## src/design/htlp_pkg.sv

```systemverilog
`default_nettype none
// ----------------------------------------------------------------------------
// htlp_pkg
// Shared types and constants of the linear-probing hash table.
// ----------------------------------------------------------------------------
package htlp_pkg;

  localparam int unsigned KeyW    = 64;
  localparam int unsigned LenW    = 4;
  localparam int unsigned ValW    = 32;
  localparam int unsigned StatusW = 3;
  localparam int unsigned HashW   = 32;

  localparam logic [HashW-1:0] FnvBasis = 32'h811C_9DC5;
  localparam logic [HashW-1:0] FnvPrime = 32'h0100_0193;

  localparam logic CmdGet = 1'b0;
  localparam logic CmdSet = 1'b1;

  typedef enum logic [StatusW-1:0] {
    StatusHit      = 3'd0,
    StatusMiss     = 3'd1,
    StatusInserted = 3'd2,
    StatusUpdated  = 3'd3,
    StatusFull     = 3'd4
  } status_e;

endpackage
`default_nettype wire

```

## src/design/htlp_hash.sv

```systemverilog
`default_nettype none
// ----------------------------------------------------------------------------
// htlp_hash
// FNV-1a over the key bytes, one byte per cycle, followed by a reduction of
// the hash modulo the table depth by reciprocal multiplication.
// ----------------------------------------------------------------------------
module htlp_hash #(
  parameter int unsigned TABLE_DEPTH = 256
) (
  input  wire logic                               clk_i,
  input  wire logic                               rst_ni,
  input  wire logic                               start_i,
  input  wire logic [htlp_pkg::KeyW-1:0]          key_i,
  input  wire logic [htlp_pkg::LenW-1:0]          len_i,
  output logic                                    done_o,
  output logic [$clog2(TABLE_DEPTH)-1:0]          slot_o
);

  localparam int unsigned IdxW   = $clog2(TABLE_DEPTH);
  localparam int unsigned RecipS = htlp_pkg::HashW + IdxW;
  localparam int unsigned RecipW = htlp_pkg::HashW + 1;
  localparam int unsigned ProdW  = htlp_pkg::HashW + RecipW;
  localparam logic [RecipW-1:0] RecipM =
    RecipW'(((64'd1 << RecipS) + 64'(TABLE_DEPTH) - 64'd1) / 64'(TABLE_DEPTH));
  localparam logic [htlp_pkg::HashW-1:0] DepthH = htlp_pkg::HashW'(TABLE_DEPTH);

  typedef enum logic [1:0] {
    HashIdle,
    HashBytes,
    HashQuot,
    HashRem
  } hash_state_e;

  hash_state_e                  state_q;
  logic [htlp_pkg::HashW-1:0]   h_q;
  logic [htlp_pkg::HashW-1:0]   h_mul;
  logic [htlp_pkg::KeyW-1:0]    key_q;
  logic [htlp_pkg::LenW-1:0]    len_q;
  logic [htlp_pkg::LenW-1:0]    cnt_q;
  logic [ProdW-1:0]             prod;
  logic [htlp_pkg::HashW-1:0]   quot_q;
  logic [htlp_pkg::HashW-1:0]   rem;
  logic                         done_q;
  logic [IdxW-1:0]              slot_q;

  assign h_mul = (h_q ^ {24'h00_0000, key_q[7:0]}) * htlp_pkg::FnvPrime;
  assign prod  = ProdW'(h_q) * ProdW'(RecipM);
  assign rem   = h_q - quot_q * DepthH;

  always_ff @(posedge clk_i or negedge rst_ni) begin
    if (!rst_ni) begin
      state_q <= HashIdle;
      h_q     <= '0;
      key_q   <= '0;
      len_q   <= '0;
      cnt_q   <= '0;
      quot_q  <= '0;
      done_q  <= 1'b0;
      slot_q  <= '0;
    end else begin
      done_q <= (state_q == HashRem);
      case (state_q)
        HashIdle: begin
          if (start_i) begin
            h_q     <= htlp_pkg::FnvBasis;
            key_q   <= key_i;
            len_q   <= len_i;
            cnt_q   <= '0;
            state_q <= HashBytes;
          end
        end
        HashBytes: begin
          if (cnt_q == len_q) begin
            state_q <= HashQuot;
          end else begin
            h_q   <= h_mul;
            key_q <= key_q >> 8;
            cnt_q <= cnt_q + 1'b1;
          end
        end
        HashQuot: begin
          quot_q  <= htlp_pkg::HashW'(prod[ProdW-1:RecipS]);
          state_q <= HashRem;
        end
        HashRem: begin
          slot_q  <= rem[IdxW-1:0];
          state_q <= HashIdle;
        end
        default: begin
          state_q <= HashIdle;
        end
      endcase
    end
  end

  assign done_o = done_q;
  assign slot_o = slot_q;

endmodule
`default_nettype wire

```

## config.mk

```make
export PLATFORM = sky130hd
export DESIGN_NAME = htlp_hash
export DESIGN_NICKNAME = d
export VERILOG_FILES = /design/src/design/htlp_pkg.sv /design/src/design/htlp_hash.sv
export SDC_FILE = /design/constraint.sdc
export NUM_CORES = 1
export LEC_CHECK = 0
export ABC_AREA = 1
export BUFFER_PORTS_ARGS = -buffer_cell sky130_fd_sc_hd__buf_2
export CORE_UTILIZATION = 56
export DETAILED_ROUTE_END_ITERATION = 10
export PLACE_DENSITY = 0.79
export SLEW_MARGIN = 30
export SYNTH_ARGS = -nofsm -noshare
export SYNTH_HDL_FRONTEND = slang
export SYNTH_SLANG_ARGS = --single-unit
export TNS_END_PERCENT = 100
```

## constraint.sdc

```tcl
create_clock -name clk_i -period 4.3 [get_ports clk_i]
set_input_delay 0.215 -clock clk_i [delete_from_list [all_inputs] [get_ports clk_i]]
set_output_delay 0.215 -clock clk_i [all_outputs]
set_load 0.01 [all_outputs]
```

==> flow_summary_export.csv, run 1 <==
group,metric,value,unit
global_routing,grt_first_pass_wirelength,16.3,mm
drt,antenna_left,0,
logic_synthesis,post_synthesis_cell_type_count,29,
placement,io_buffer_count,79,
worst_setup_path,worstPathCellList,"inv_1, ha_2, buf_4, clkinv_1, buf_4, nor2_1, o21ai_0, o21a_1",
logic_synthesis,cell_area_after_technology_mapping,4760,um2
global_routing,overflow,0,
worst_setup_path,crit_slowest_cell,"sky130_fd_sc_hd__clkinv_1",
worst_setup_path,data_arrival_time_of_the_critical_path,3.52,ns
logic_synthesis,synth_warnings,0,
clock_network,post_cts.repair.setup_buffers,0,
run_status,outcome,"finished, final reports clean",
sta,timing.final.crit_share,0.759,
clock_network,cts.sink_count,91,
logic_synthesis,part_of_the_yosys_area_used_for_sequential_elements,0.478,
sta,max_clock_freq,306,MHz
clock_network,cts_buffers,9,
logic_synthesis,synthFlopType,"sky130_fd_sc_hd__dfrtp_1",
floorplanning,io_pins,80,
layout,sequential_cell_area,2280,um2
pwr,p_per_area,949,nW/um2
drt,dr_pass1_iterations,5,
sta,timing.final.hold_violations,0,
sta,grt_setup_unrepaired,"no",
clock_network,post_cts_resize_count,0,
floorplanning,design.die.area,8880,um2
layout,filler_cell_count,690,
clock_network,cts_buffer_depth,2,
drt,route.detailed.wl_per_inst,13.6,um
worst_setup_path,cp_num_buf_inv,4,
clock_network,htree_num_levels,3,
pwr,totalPowerFinal,5120,uW
job,maxCapViolCount,0,
clock_network,worst_skew_pair.late_latency,0.37,ns
layout,layout-drive-gt1-share,0.189,
global_routing,grt_max_degree,62,
worst_setup_path,worst_setup_path_start_kind,"register",
global_routing,vias_in_the_first_global_route,3645,
clock_network,cts.hold.buffers_added,1,
placement,detailedPlacementHpwl,6.93,mm
floorplanning,chipHeight,94.2,um
floorplanning,placeableCoreArea,8220,um2
logic_synthesis,synth_nets,644,
sta,worst-slew-pin-transition,0.830,ns
placement,finalWeightedCongestion,0.863,
sta,setup_viol_count_final,0,
sta,fin_setup_tns,0,ns
layout,net_count_reported_at_finish,713,
layout,area_occupied_by_multi_input_gates,2200,um2
global_routing,grt_antenna_before_repair,0,
logic_synthesis,synth_seq_cells,91,
logic_synthesis,top_area_cells_in_the_synthesized_netlist,"sky130_fd_sc_hd__dfrtp_1 (48%), sky130_fd_sc_hd__nor2_1 (9.4%), sky130_fd_sc_hd__o21a_1 (8.0%)",
clock_network,tritoncts,"done",
worst_setup_path,timing.critical_path.max_delay_family,"buffers and inverters",
pwr,power.leakage,0.00262,uW
layout,area_overhead_of_the_layout_relative_to_synthesis,13.3,%
drt,vias,3822,
worst_setup_path,path_class,"register to register",
worst_setup_path,critPathCaptureType,"register",
worst_setup_path,crit_path_max_fanout,48,
drt,via_density,5.27,
sta,skew,0.0137,ns
drt,drt_drc_violations_left,0,
sta,maxSlewHeadroom,0.443,
worst_setup_path,maximum_cell_stage_delay_along_the_critical_path,0.81,ns
layout,final_cell_area,5400,um2
sta,slew_violations,0,
layout,ant_cells,0,
floorplanning,die_x,94.2,um
logic_synthesis,post-synth-top-area-fraction,0.478,
worst_setup_path,cp.required,4.55,ns
sta,fin_crit,3.27,ns
clock_network,clockRootBuffer,"sky130_fd_sc_hd__clkbuf_8",
global_routing,gr-usage-all-layers,0.241,
drt,drt_first_iter_violations,174,
logic_synthesis,syn-instance-count,546,
logic_synthesis,synth-edff-count,0,
clock_network,clk_pin_slew_worst_paths,0.10,ns
logic_synthesis,async_flop_share,1.00,
floorplanning,start_util,0.580,
floorplanning,floorplan.rows,33,
pwr,vdd_drop_max,0.493,mV
min_path,hold_path.class,"input pin to register",
logic_synthesis,post_synth.cell_area_avg,8.72,um2
placement,dpl_cell_area,5170,um2
worst_setup_path,path_common_cell,"sky130_fd_sc_hd__buf_4",
logic_synthesis,yosys.area.top_type,"sky130_fd_sc_hd__dfrtp_1",
drt,totalWireLength,9.89,mm
==> logic make-up after synthesis <==
kind of cell               count (synthesis)  share of synthesized area
xor gates and xnor gates                  12                     0.0221
AOI/OAI and AO/OA                        127                      0.164
adders and majority gates                 27                     0.0725
and+or+nand+nor                          220                      0.184
muxes                                      8                     0.0187
DFF                                       91                      0.478
buffers and inverters                     61                     0.0604
==> sequential cells by signal (all words and copies together), names as in the netlist <==
name and cells:
slot_o 8, state_q 2, done_o 1, h_q 8
cnt_q 4, key_q 64, len_q 4
==> cell usage after synthesis (all sizes together), types with 2 or more instances <==
master / count
nor2: 120
dfrtp: 91
nand2: 84
o21ai: 60
o21a: 51
inv: 34
ha: 26
buf: 17
clkbuf: 10
nand3: 10
a21oi: 9
xor2: 9
mux2: 7
o211ai: 4
or2: 4
xnor2: 3
a22oi: 2
==> worst reg2reg max path, cell delays in order (launching register included) <==
cell and delay [ns]:
sky130_fd_sc_hd__dfrtp_1 0.42, sky130_fd_sc_hd__inv_1 0.13, sky130_fd_sc_hd__ha_2 0.42, sky130_fd_sc_hd__buf_4 0.48, sky130_fd_sc_hd__clkinv_1 0.81, sky130_fd_sc_hd__buf_4 0.50
sky130_fd_sc_hd__nor2_1 0.13, sky130_fd_sc_hd__o21ai_0 0.11, sky130_fd_sc_hd__o21a_1 0.13
==> placed cells by master (no fill, tap or decap), drive strengths merged, types with 2 or more instances in the layout <==
| cell type | Yosys | final |
|---|---|---|
| o211ai | 4 | 4 |
| o21ai | 60 | 60 |
| bufinv | 0 | 2 |
| o21a | 51 | 51 |
| ha | 26 | 26 |
| clkinvlp | 0 | 2 |
| nand2 | 84 | 84 |
| xor2 | 9 | 9 |
| clkinv | 0 | 2 |
| xnor2 | 3 | 3 |
| a22oi | 2 | 2 |
| clkbuf | 10 | 10 |
| buf | 17 | 84 |
| a21oi | 9 | 9 |
| nor2 | 120 | 120 |
| or2 | 4 | 4 |
| nand3 | 10 | 10 |
| inv | 34 | 34 |
| dfrtp | 91 | 91 |
| mux2 | 7 | 7 |
==> layout make-up <==
cell class                 count  area share
sequential                    91       0.422
multi-input combinational    394       0.408
timing repair buffer          85      0.0825
tap                          105      0.0243
clock buffer                  10      0.0236
inverter                      34      0.0236
clock inverter                 6      0.0165
==> power breakdown <==
group          internal, uW  switching (uW)
registers              1280             231
clock network           329             313
logic                  1240            1730
total                  2840            2280
==> worst paths after layout <==
| kind | from | end | slack (ns) | cells after the start |
|---|---|---|---|---|
| worst max register to register | state_q[1] | key_q[36] | 1.03 | 8 |
| worst min register to register | key_q[59] | key_q[59] | 0.48 | 2 |
| max in group asynchronous | rst_ni | key_q[7] | 2.90 | 3 |
| min in group asynchronous | rst_ni | key_q[52] | 0.43 | 2 |
| worst max-delay path | state_q[1] | key_q[36] | 1.03 | 8 |
| worst min-delay path | key_i[61] | key_q[61] | 0.05 | 3 |
==> layer usage <==
metal,track usage,vias up,share of wire
met5,0,-,0
met4,0.101,0,0.019
met3,0.0348,12,0.040
met2,0.408,74,0.50
met1,0.307,1824,0.44
li1,-,1912,-
==> metrics by stage <==
step           hold WS (ns)  instances  setup slack (ns)  utilization
2_1_floorplan       -0.0806        546              1.33            -
3_3_place_gp          0.318        708              1.21        0.629
3_5_place_dp          0.325        708              1.06        0.629
4_1_cts              0.0395        725              1.03        0.657
5_1_grt              0.0595        725             0.744        0.657
6_report             0.0488        725              1.03        0.657
Note: power is estimated with default switching activity, not from simulation.
==> run 2: changes to the inputs <==
--- a/config.mk
+++ b/config.mk
@@ -7,9 +7,9 @@
 export LEC_CHECK = 0
 export ABC_AREA = 1
 export BUFFER_PORTS_ARGS = -buffer_cell sky130_fd_sc_hd__buf_2
-export CORE_UTILIZATION = 56
+export CORE_UTILIZATION = 51
 export DETAILED_ROUTE_END_ITERATION = 10
-export PLACE_DENSITY = 0.79
+export PLACE_DENSITY = 0.76
 export SLEW_MARGIN = 30
 export SYNTH_ARGS = -nofsm -noshare
 export SYNTH_HDL_FRONTEND = slang
==> constraint.sdc (replaced) <==
create_clock -name clk_i -period 2.7 [get_ports clk_i]
set_input_delay 0.135 -clock clk_i [delete_from_list [all_inputs] [get_ports clk_i]]
set_output_delay 0.135 -clock clk_i [all_outputs]
set_load 0.01 [all_outputs]
==> run 2 against run 1 <==
Effect of this change:
- the run now ends with setup timing left
- design area rose by 5.8%
- clock-buffer cell count rose by 3
- critical path depth rose by 10
- setup slack got worse by 1.1 ns
- critical path type unchanged
==> flow_summary_export.csv, run 2 (same netlist as run 1, synthesis figures left out) <==
group,metric,value,unit
worst_setup_path,data_arrival_time_of_the_critical_path,3.05,ns
drt,drt_drc_violations_left,0,
global_routing,top_usage_layer,"met2",
pwr,switching_share,0.428,
global_routing,grt_use_met2,0.406,
clock_network,htree_num_levels,3,
drt,via_density,5.25,
clock_network,cts_buffers,9,
pwr,vdd_drop_max,0.963,mV
layout,largest_register_ffs,64,
pwr,netSwitchingPower,4030,uW
worst_setup_path,crit_path_start,"h_q[1]",
sta,maxSlewHeadroom,0.510,
global_routing,grt_first_pass_wirelength,18.0,mm
layout,layout-drive-gt1-share,0.228,
layout,final_cell_count_no_fill,753,
layout,registers.top_by_ff_count,"key_q",
floorplanning,placeableCoreArea,8890,um2
pwr,share_clk_of_total_power,0.086,
placement,dp_cells,725,
drt,drt_first_iter_violations,165,
global_routing,gr-usage-met3,0.0376,
floorplanning,start_util,0.536,
pwr,totalPowerFinal,9410,uW
run_status,failing_checks,"setup timing",
floorplanning,chipHeight,98.6,um
global_routing,overflow,0,
global_routing,grt_antenna_before_repair,0,
pwr,seq_power_share,0.256,
sta,max_clock_freq,358,MHz
sta,timing.final.crit_share,1.03,
clock_network,tritoncts,"done",
floorplanning,die_x,98.6,um
drt,antenna_left,0,
pwr,combinational_share_of_power,0.658,
floorplanning,floorplan.rows,34,
layout,filler_cell_count,756,
sta,postLayoutSetupSlackWorst,-0.0937,ns
placement,detailedPlacementHpwl,7.38,mm
worst_setup_path,r2r.worst_path.cells,18,
drt,totalWireLength,10.3,mm
drt,dr_pass1_iterations,4,
drt,route.detailed.wl_per_inst,13.7,um
layout,ant_cells,0,
placement,io_buffer_count,79,
clock_network,clockRootBuffer,"sky130_fd_sc_hd__clkbuf_8",
worst_setup_path,cp.required,2.95,ns
worst_setup_path,worstSetupEndpoint,"h_q[7]",
worst_setup_path,crit_path_max_fanout,3,
pwr,power.leakage,0.00274,uW
layout,mostFrequentLayoutCell,"sky130_fd_sc_hd__nor2_1",
worst_setup_path,path_class,"register to register",
run_status,outcome,"finished, violations left",
global_routing,grt_max_degree,58,
sta,worst-slew-pin-transition,0.736,ns
sta,slew_violations,0,
clock_network,cts.sink_count,91,
sta,timing.final.hold_violations,0,
sta,setup_viol_count_final,1,
placement,dpl_cell_area,5390,um2
global_routing,gr-usage-all-layers,0.232,
layout,area_overhead_of_the_layout_relative_to_synthesis,19.9,%
floorplanning,io_pins,80,
sta,grt_setup_unrepaired,"yes",
worst_setup_path,regToRegStartpoint,"h_q[1]",
global_routing,vias_in_the_first_global_route,4025,
min_path,hold_path.class,"input pin to register",
layout,area_occupied_by_multi_input_gates,2310,um2
drt,vias,3954,
layout,net_count_reported_at_finish,739,
worst_setup_path,r2r_end,"h_q[7]",
global_routing,met1_demand_to_capacity_share_in_global_routing,0.292,
worst_setup_path,reg2reg_slack,-0.09,ns
pwr,p_per_area,1650,nW/um2
clock_network,worst_skew_pair.late_latency,0.35,ns
layout,post-route-util,0.642,
job,maxCapViolCount,0,
clock_network,clk_pin_slew_worst_paths,0.08,ns
layout,sequential_cell_area,2280,um2
floorplanning,design.die.area,9730,um2
pwr,intPower,5380,uW
sta,skew,0.00573,ns
layout,final_cell_mix,"sky130_fd_sc_hd__nor2_1 (119), sky130_fd_sc_hd__dfrtp_1 (91), sky130_fd_sc_hd__nand2_1 (79)",
sta,fin_crit,2.79,ns
clock_network,cts_buffer_depth,2,
placement,finalWeightedCongestion,0.883,
worst_setup_path,worst_setup_path_start_kind,"register",
placement,pre_cts_slack,-0.134,ns
layout,final_cell_area,5710,um2
worst_setup_path,critPathCaptureType,"register",
run 2: cell count changes in the layout (fill, tap and decap cells not counted), moves of 2 or more:
cell,previous run,this run
sky130_fd_sc_hd__buf_4,6,21
sky130_fd_sc_hd__dlygate4sd3_1,1,9
sky130_fd_sc_hd__ha_1,25,18
sky130_fd_sc_hd__ha_4,0,6
sky130_fd_sc_hd__buf_12,0,3
sky130_fd_sc_hd__nand2_1,82,79
sky130_fd_sc_hd__nand2_2,1,4
sky130_fd_sc_hd__bufinv_16,2,0
sky130_fd_sc_hd__clkbuf_1,1,3
sky130_fd_sc_hd__nand3_1,9,7
sky130_fd_sc_hd__nand3_2,0,2
run 2: cell type report:
class                      instances  share of cell area
inverter                          34              0.0223
timing repair buffer             111               0.122
tap                              108              0.0237
sequential                        91               0.399
clock inverter                     2             0.00219
clock buffer                      13              0.0261
multi-input combinational        394               0.405
run 2: repair_timing:
item	4_1_cts	5_1_grt
pin swaps	10	1
gates resized for setup	3	5
hold endpoints to repair	64	0
endpoints found under the setup margin	2	2
buffers inserted	3	1
gates cloned	0	0
hold buffers	9	0
run 2: critical path: stages (launching register included):
cell,delay [ns]
sky130_fd_sc_hd__dfrtp_1,0.41
sky130_fd_sc_hd__xnor2_2,0.17
sky130_fd_sc_hd__inv_1,0.08
sky130_fd_sc_hd__ha_2,0.18
sky130_fd_sc_hd__ha_4,0.27
sky130_fd_sc_hd__ha_4,0.19
sky130_fd_sc_hd__ha_4,0.24
sky130_fd_sc_hd__ha_4,0.27
sky130_fd_sc_hd__ha_4,0.21
sky130_fd_sc_hd__nand2_2,0.08
sky130_fd_sc_hd__nand4_1,0.12
sky130_fd_sc_hd__nand2_2,0.10
sky130_fd_sc_hd__nand2_1,0.07
sky130_fd_sc_hd__inv_1,0.06
sky130_fd_sc_hd__nor2_1,0.04
sky130_fd_sc_hd__nand2_1,0.06
sky130_fd_sc_hd__nand3_1,0.06
sky130_fd_sc_hd__nand2_1,0.06
sky130_fd_sc_hd__inv_1,0.03
run 2: power groups by stage:
stage	combinational [uW]	clock (uW)	sequential [uW]
3_5_place_dp	5730	0	2430
4_1_cts	6010	833	2410
6_report	6190	810	2410
5_1_grt	7000	878	2490
3_3_place_gp	5470	0	2400
2_1_floorplan	4350	0	2360
run 2: metrics by stage:
stage	TNS, ns	hold slack [ns]
2_1_floorplan	-0.0229	-0.161
3_3_place_gp	-0.0618	0.246
3_5_place_dp	-0.137	0.245
4_1_cts	-0.0820	0.00758
5_1_grt	-0.405	0.00618
6_report	-0.0937	0.0204
run 2: worst min-delay path by stage:
stage / startpoint / to / slack [ns] / cells after the start
after detailed placement: rst_ni / key_q[42] / 0.25 / 1
final: len_i[3] / len_q[3] / 0.02 / 2
after floorplan: rst_ni / cnt_q[0] / -0.16 / 0
after CTS: len_i[3] / len_q[3] / 0.008 / 2
after global placement: rst_ni / key_q[40] / 0.25 / 1
after global routing: len_i[3] / len_q[3] / 0.006 / 2
run 2: per-layer routing:
| metal | vias up | wire (um) |
|---|---|---|
| met5 | - | 0 |
| met4 | 0 | 196 |
| met3 | 17 | 344 |
| met2 | 87 | 5110 |
| met1 | 1889 | 4660 |
| li1 | 1961 | - |
==> run 3: changes to the inputs <==
--- a/config.mk
+++ b/config.mk
@@ -7,7 +7,9 @@
 export LEC_CHECK = 0
 export ABC_AREA = 1
 export BUFFER_PORTS_ARGS = -buffer_cell sky130_fd_sc_hd__buf_2
+export CORE_MARGIN = 5
 export CORE_UTILIZATION = 51
+export CTS_CLUSTER_DIAMETER = 150
 export DETAILED_ROUTE_END_ITERATION = 10
 export PLACE_DENSITY = 0.76
 export SLEW_MARGIN = 30
==> run 3 against run 2 <==
Effect of this change:
- the flow still finishes with violations (setup timing)
- die area is 17% higher
- via count is 1.1% higher
- first-iteration DRC count is 6.1% higher
- worst hold slack worse by 0.0071 ns
- critical path depth is 1 higher
- maximum frequency is 1.7% lower
- setup slack worse by 0.048 ns
- clock skew is 0.0056 ns higher
- design area is 1.8% higher
- register-to-register slack worse by 0.05 ns
- critical endpoint unchanged
- largest cell class unchanged
==> flow_summary_export.csv, run 3 (same netlist as run 1, synthesis figures left out) <==
group,metric,value,unit
clock_network,tritoncts,"done",
layout,filler_cell_count,767,
layout,area_overhead_of_the_layout_relative_to_synthesis,22.1,%
layout,final_cell_mix,"sky130_fd_sc_hd__nor2_1 (119), sky130_fd_sc_hd__dfrtp_1 (91), sky130_fd_sc_hd__nand2_1 (79)",
run_status,outcome,"finished, violations left",
global_routing,grt_max_degree,59,
drt,antenna_left,0,
floorplanning,io_pins,80,
clock_network,htree_num_levels,3,
layout,sequential_cell_area,2280,um2
sta,postLayoutSetupSlackWorst,-0.141,ns
layout,mostFrequentLayoutCell,"sky130_fd_sc_hd__nor2_1",
worst_setup_path,crit_path_start,"h_q[1]",
sta,fin_crit,2.84,ns
worst_setup_path,cp_num_buf_inv,3,
job,maxCapViolCount,0,
drt,totalWireLength,11.3,mm
sta,timing.final.hold_violations,0,
sta,worst-slew-pin-transition,0.738,ns
placement,pre_cts_slack,-0.148,ns
clock_network,clockRootBuffer,"sky130_fd_sc_hd__clkbuf_8",
sta,maxSlewHeadroom,0.508,
run_status,failing_checks,"setup timing",
layout,net_count_reported_at_finish,746,
drt,drt_first_iter_violations,175,
min_path,worst_hold_startpoint,"len_i[2]",
layout,layout-drive-gt1-share,0.244,
layout,final_cell_area,5820,um2
layout,registers.top_by_ff_count,"key_q",
worst_setup_path,worst_setup_path_start_kind,"register",
worst_setup_path,path_common_cell,"sky130_fd_sc_hd__ha_4",
sta,holdWs,0.0133,ns
placement,detailedPlacementHpwl,8.09,mm
global_routing,vias_in_the_first_global_route,4197,
floorplanning,die_x,107,um
worst_setup_path,data_arrival_time_of_the_critical_path,3.10,ns
worst_setup_path,worstPathCellList,"xnor2_2, inv_2, ha_4, ha_4, ha_4, ha_4, ha_4, ha_4, nand3_4, nand3_2, nand2_1, nand2_2, inv_1, nand2_1, nand2_1, nand2_1, nand3_1, nand2_1, inv_1",
worst_setup_path,crit_slowest_cell,"sky130_fd_sc_hd__dfrtp_1",
worst_setup_path,crit_path_max_fanout,3,
worst_setup_path,reg2reg_slack,-0.14,ns
floorplanning,design.die.area,11400,um2
global_routing,grt_first_pass_wirelength,19.4,mm
floorplanning,floorplan.rows,35,
global_routing,grt_antenna_before_repair,0,
min_path,hold_path.class,"input pin to register",
global_routing,overflow,0,
sta,max_clock_freq,352,MHz
sta,timing.final.crit_share,1.05,
worst_setup_path,maximum_cell_stage_delay_along_the_critical_path,0.42,ns
floorplanning,chipHeight,107,um
layout,area_occupied_by_multi_input_gates,2360,um2
floorplanning,start_util,0.520,
sta,grt_setup_unrepaired,"yes",
drt,via_density,5.25,
placement,finalWeightedCongestion,0.850,
sta,skew,0.0113,ns
worst_setup_path,path_class,"register to register",
clock_network,worst_skew_pair.late_latency,0.36,ns
clock_network,cts_buffers,9,
worst_setup_path,regToRegStartpoint,"h_q[1]",
clock_network,clk_pin_slew_worst_paths,0.09,ns
floorplanning,placeableCoreArea,9150,um2
clock_network,cts_buffer_depth,2,
drt,route.detailed.wl_per_inst,14.9,um
sta,slew_violations,0,
worst_setup_path,timing.critical_path.max_delay_family,"adder cells",
placement,io_buffer_count,79,
drt,dr_pass1_iterations,4,
placement,dpl_cell_area,5400,um2
sta,setup_viol_count_final,2,
clock_network,cts.sink_count,91,
drt,vias,3999,
worst_setup_path,critPathCaptureType,"register",
drt,drt_drc_violations_left,0,
global_routing,gr-usage-all-layers,0.212,
worst_setup_path,cp.required,2.95,ns
layout,ant_cells,0,
layout,largest_register_ffs,64,
==> run 3: cell types whose count changed in the layout (fill, tap and decap cells not counted), moves of 3 or more <==
| cell | delta |
|---|---|
| sky130_fd_sc_hd__buf_4 | +7 |
| sky130_fd_sc_hd__clkbuf_1 | -3 |
| sky130_fd_sc_hd__ha_1 | -3 |
| sky130_fd_sc_hd__ha_4 | +3 |
==> run 3: area by class of cell <==
cell class / count / area share
inverter: 34 / 0.0219
multi-input combinational: 394 / 0.406
timing repair buffer: 118 / 0.126
clock buffer: 9 / 0.0213
clock inverter: 5 / 0.00968
sequential: 91 / 0.391
tap: 111 / 0.0239
==> run 3: timing repair <==
| action | in CTS | in global routing |
|---|---|---|
| setup buffers | 3 | 2 |
| endpoints found under the hold margin | 66 | 0 |
| pin swaps | 4 | 8 |
| gates resized for setup | 6 | 10 |
| endpoints found under the setup margin | 2 | 2 |
| hold buffers | 11 | 0 |
==> run 3: final timing paths <==
path | end | depth (start not counted)
worst min register to register | key_q[62] | 2
worst min-delay path | len_q[2] | 2
worst max register to register | h_q[7] | 19
max in group asynchronous | key_q[5] | 3
worst max-delay path | h_q[7] | 19
min in group asynchronous | key_q[34] | 2
==> run 3: through the flow <==
| step | setup TNS, ns | util | instances |
|---|---|---|---|
| finish | -0.162 | 0.636 | 762 |
| global route | -0.430 | 0.636 | 762 |
| CTS | -0.137 | 0.627 | 760 |
| detailed placement | -0.179 | 0.590 | 732 |
| global placement | -0.0569 | 0.590 | 732 |
| floorplan | -0.0229 | - | 546 |
==> run 3: metal layers <==
metal / global-route usage / share of wire
met5: 0 / 0
met4: 0.0831 / 0.022
met3: 0.0373 / 0.043
met2: 0.362 / 0.51
met1: 0.269 / 0.42
Power of run 3 is not shown: default switching activity piles up to over one toggle a cycle in this logic, so the estimate is an artifact.
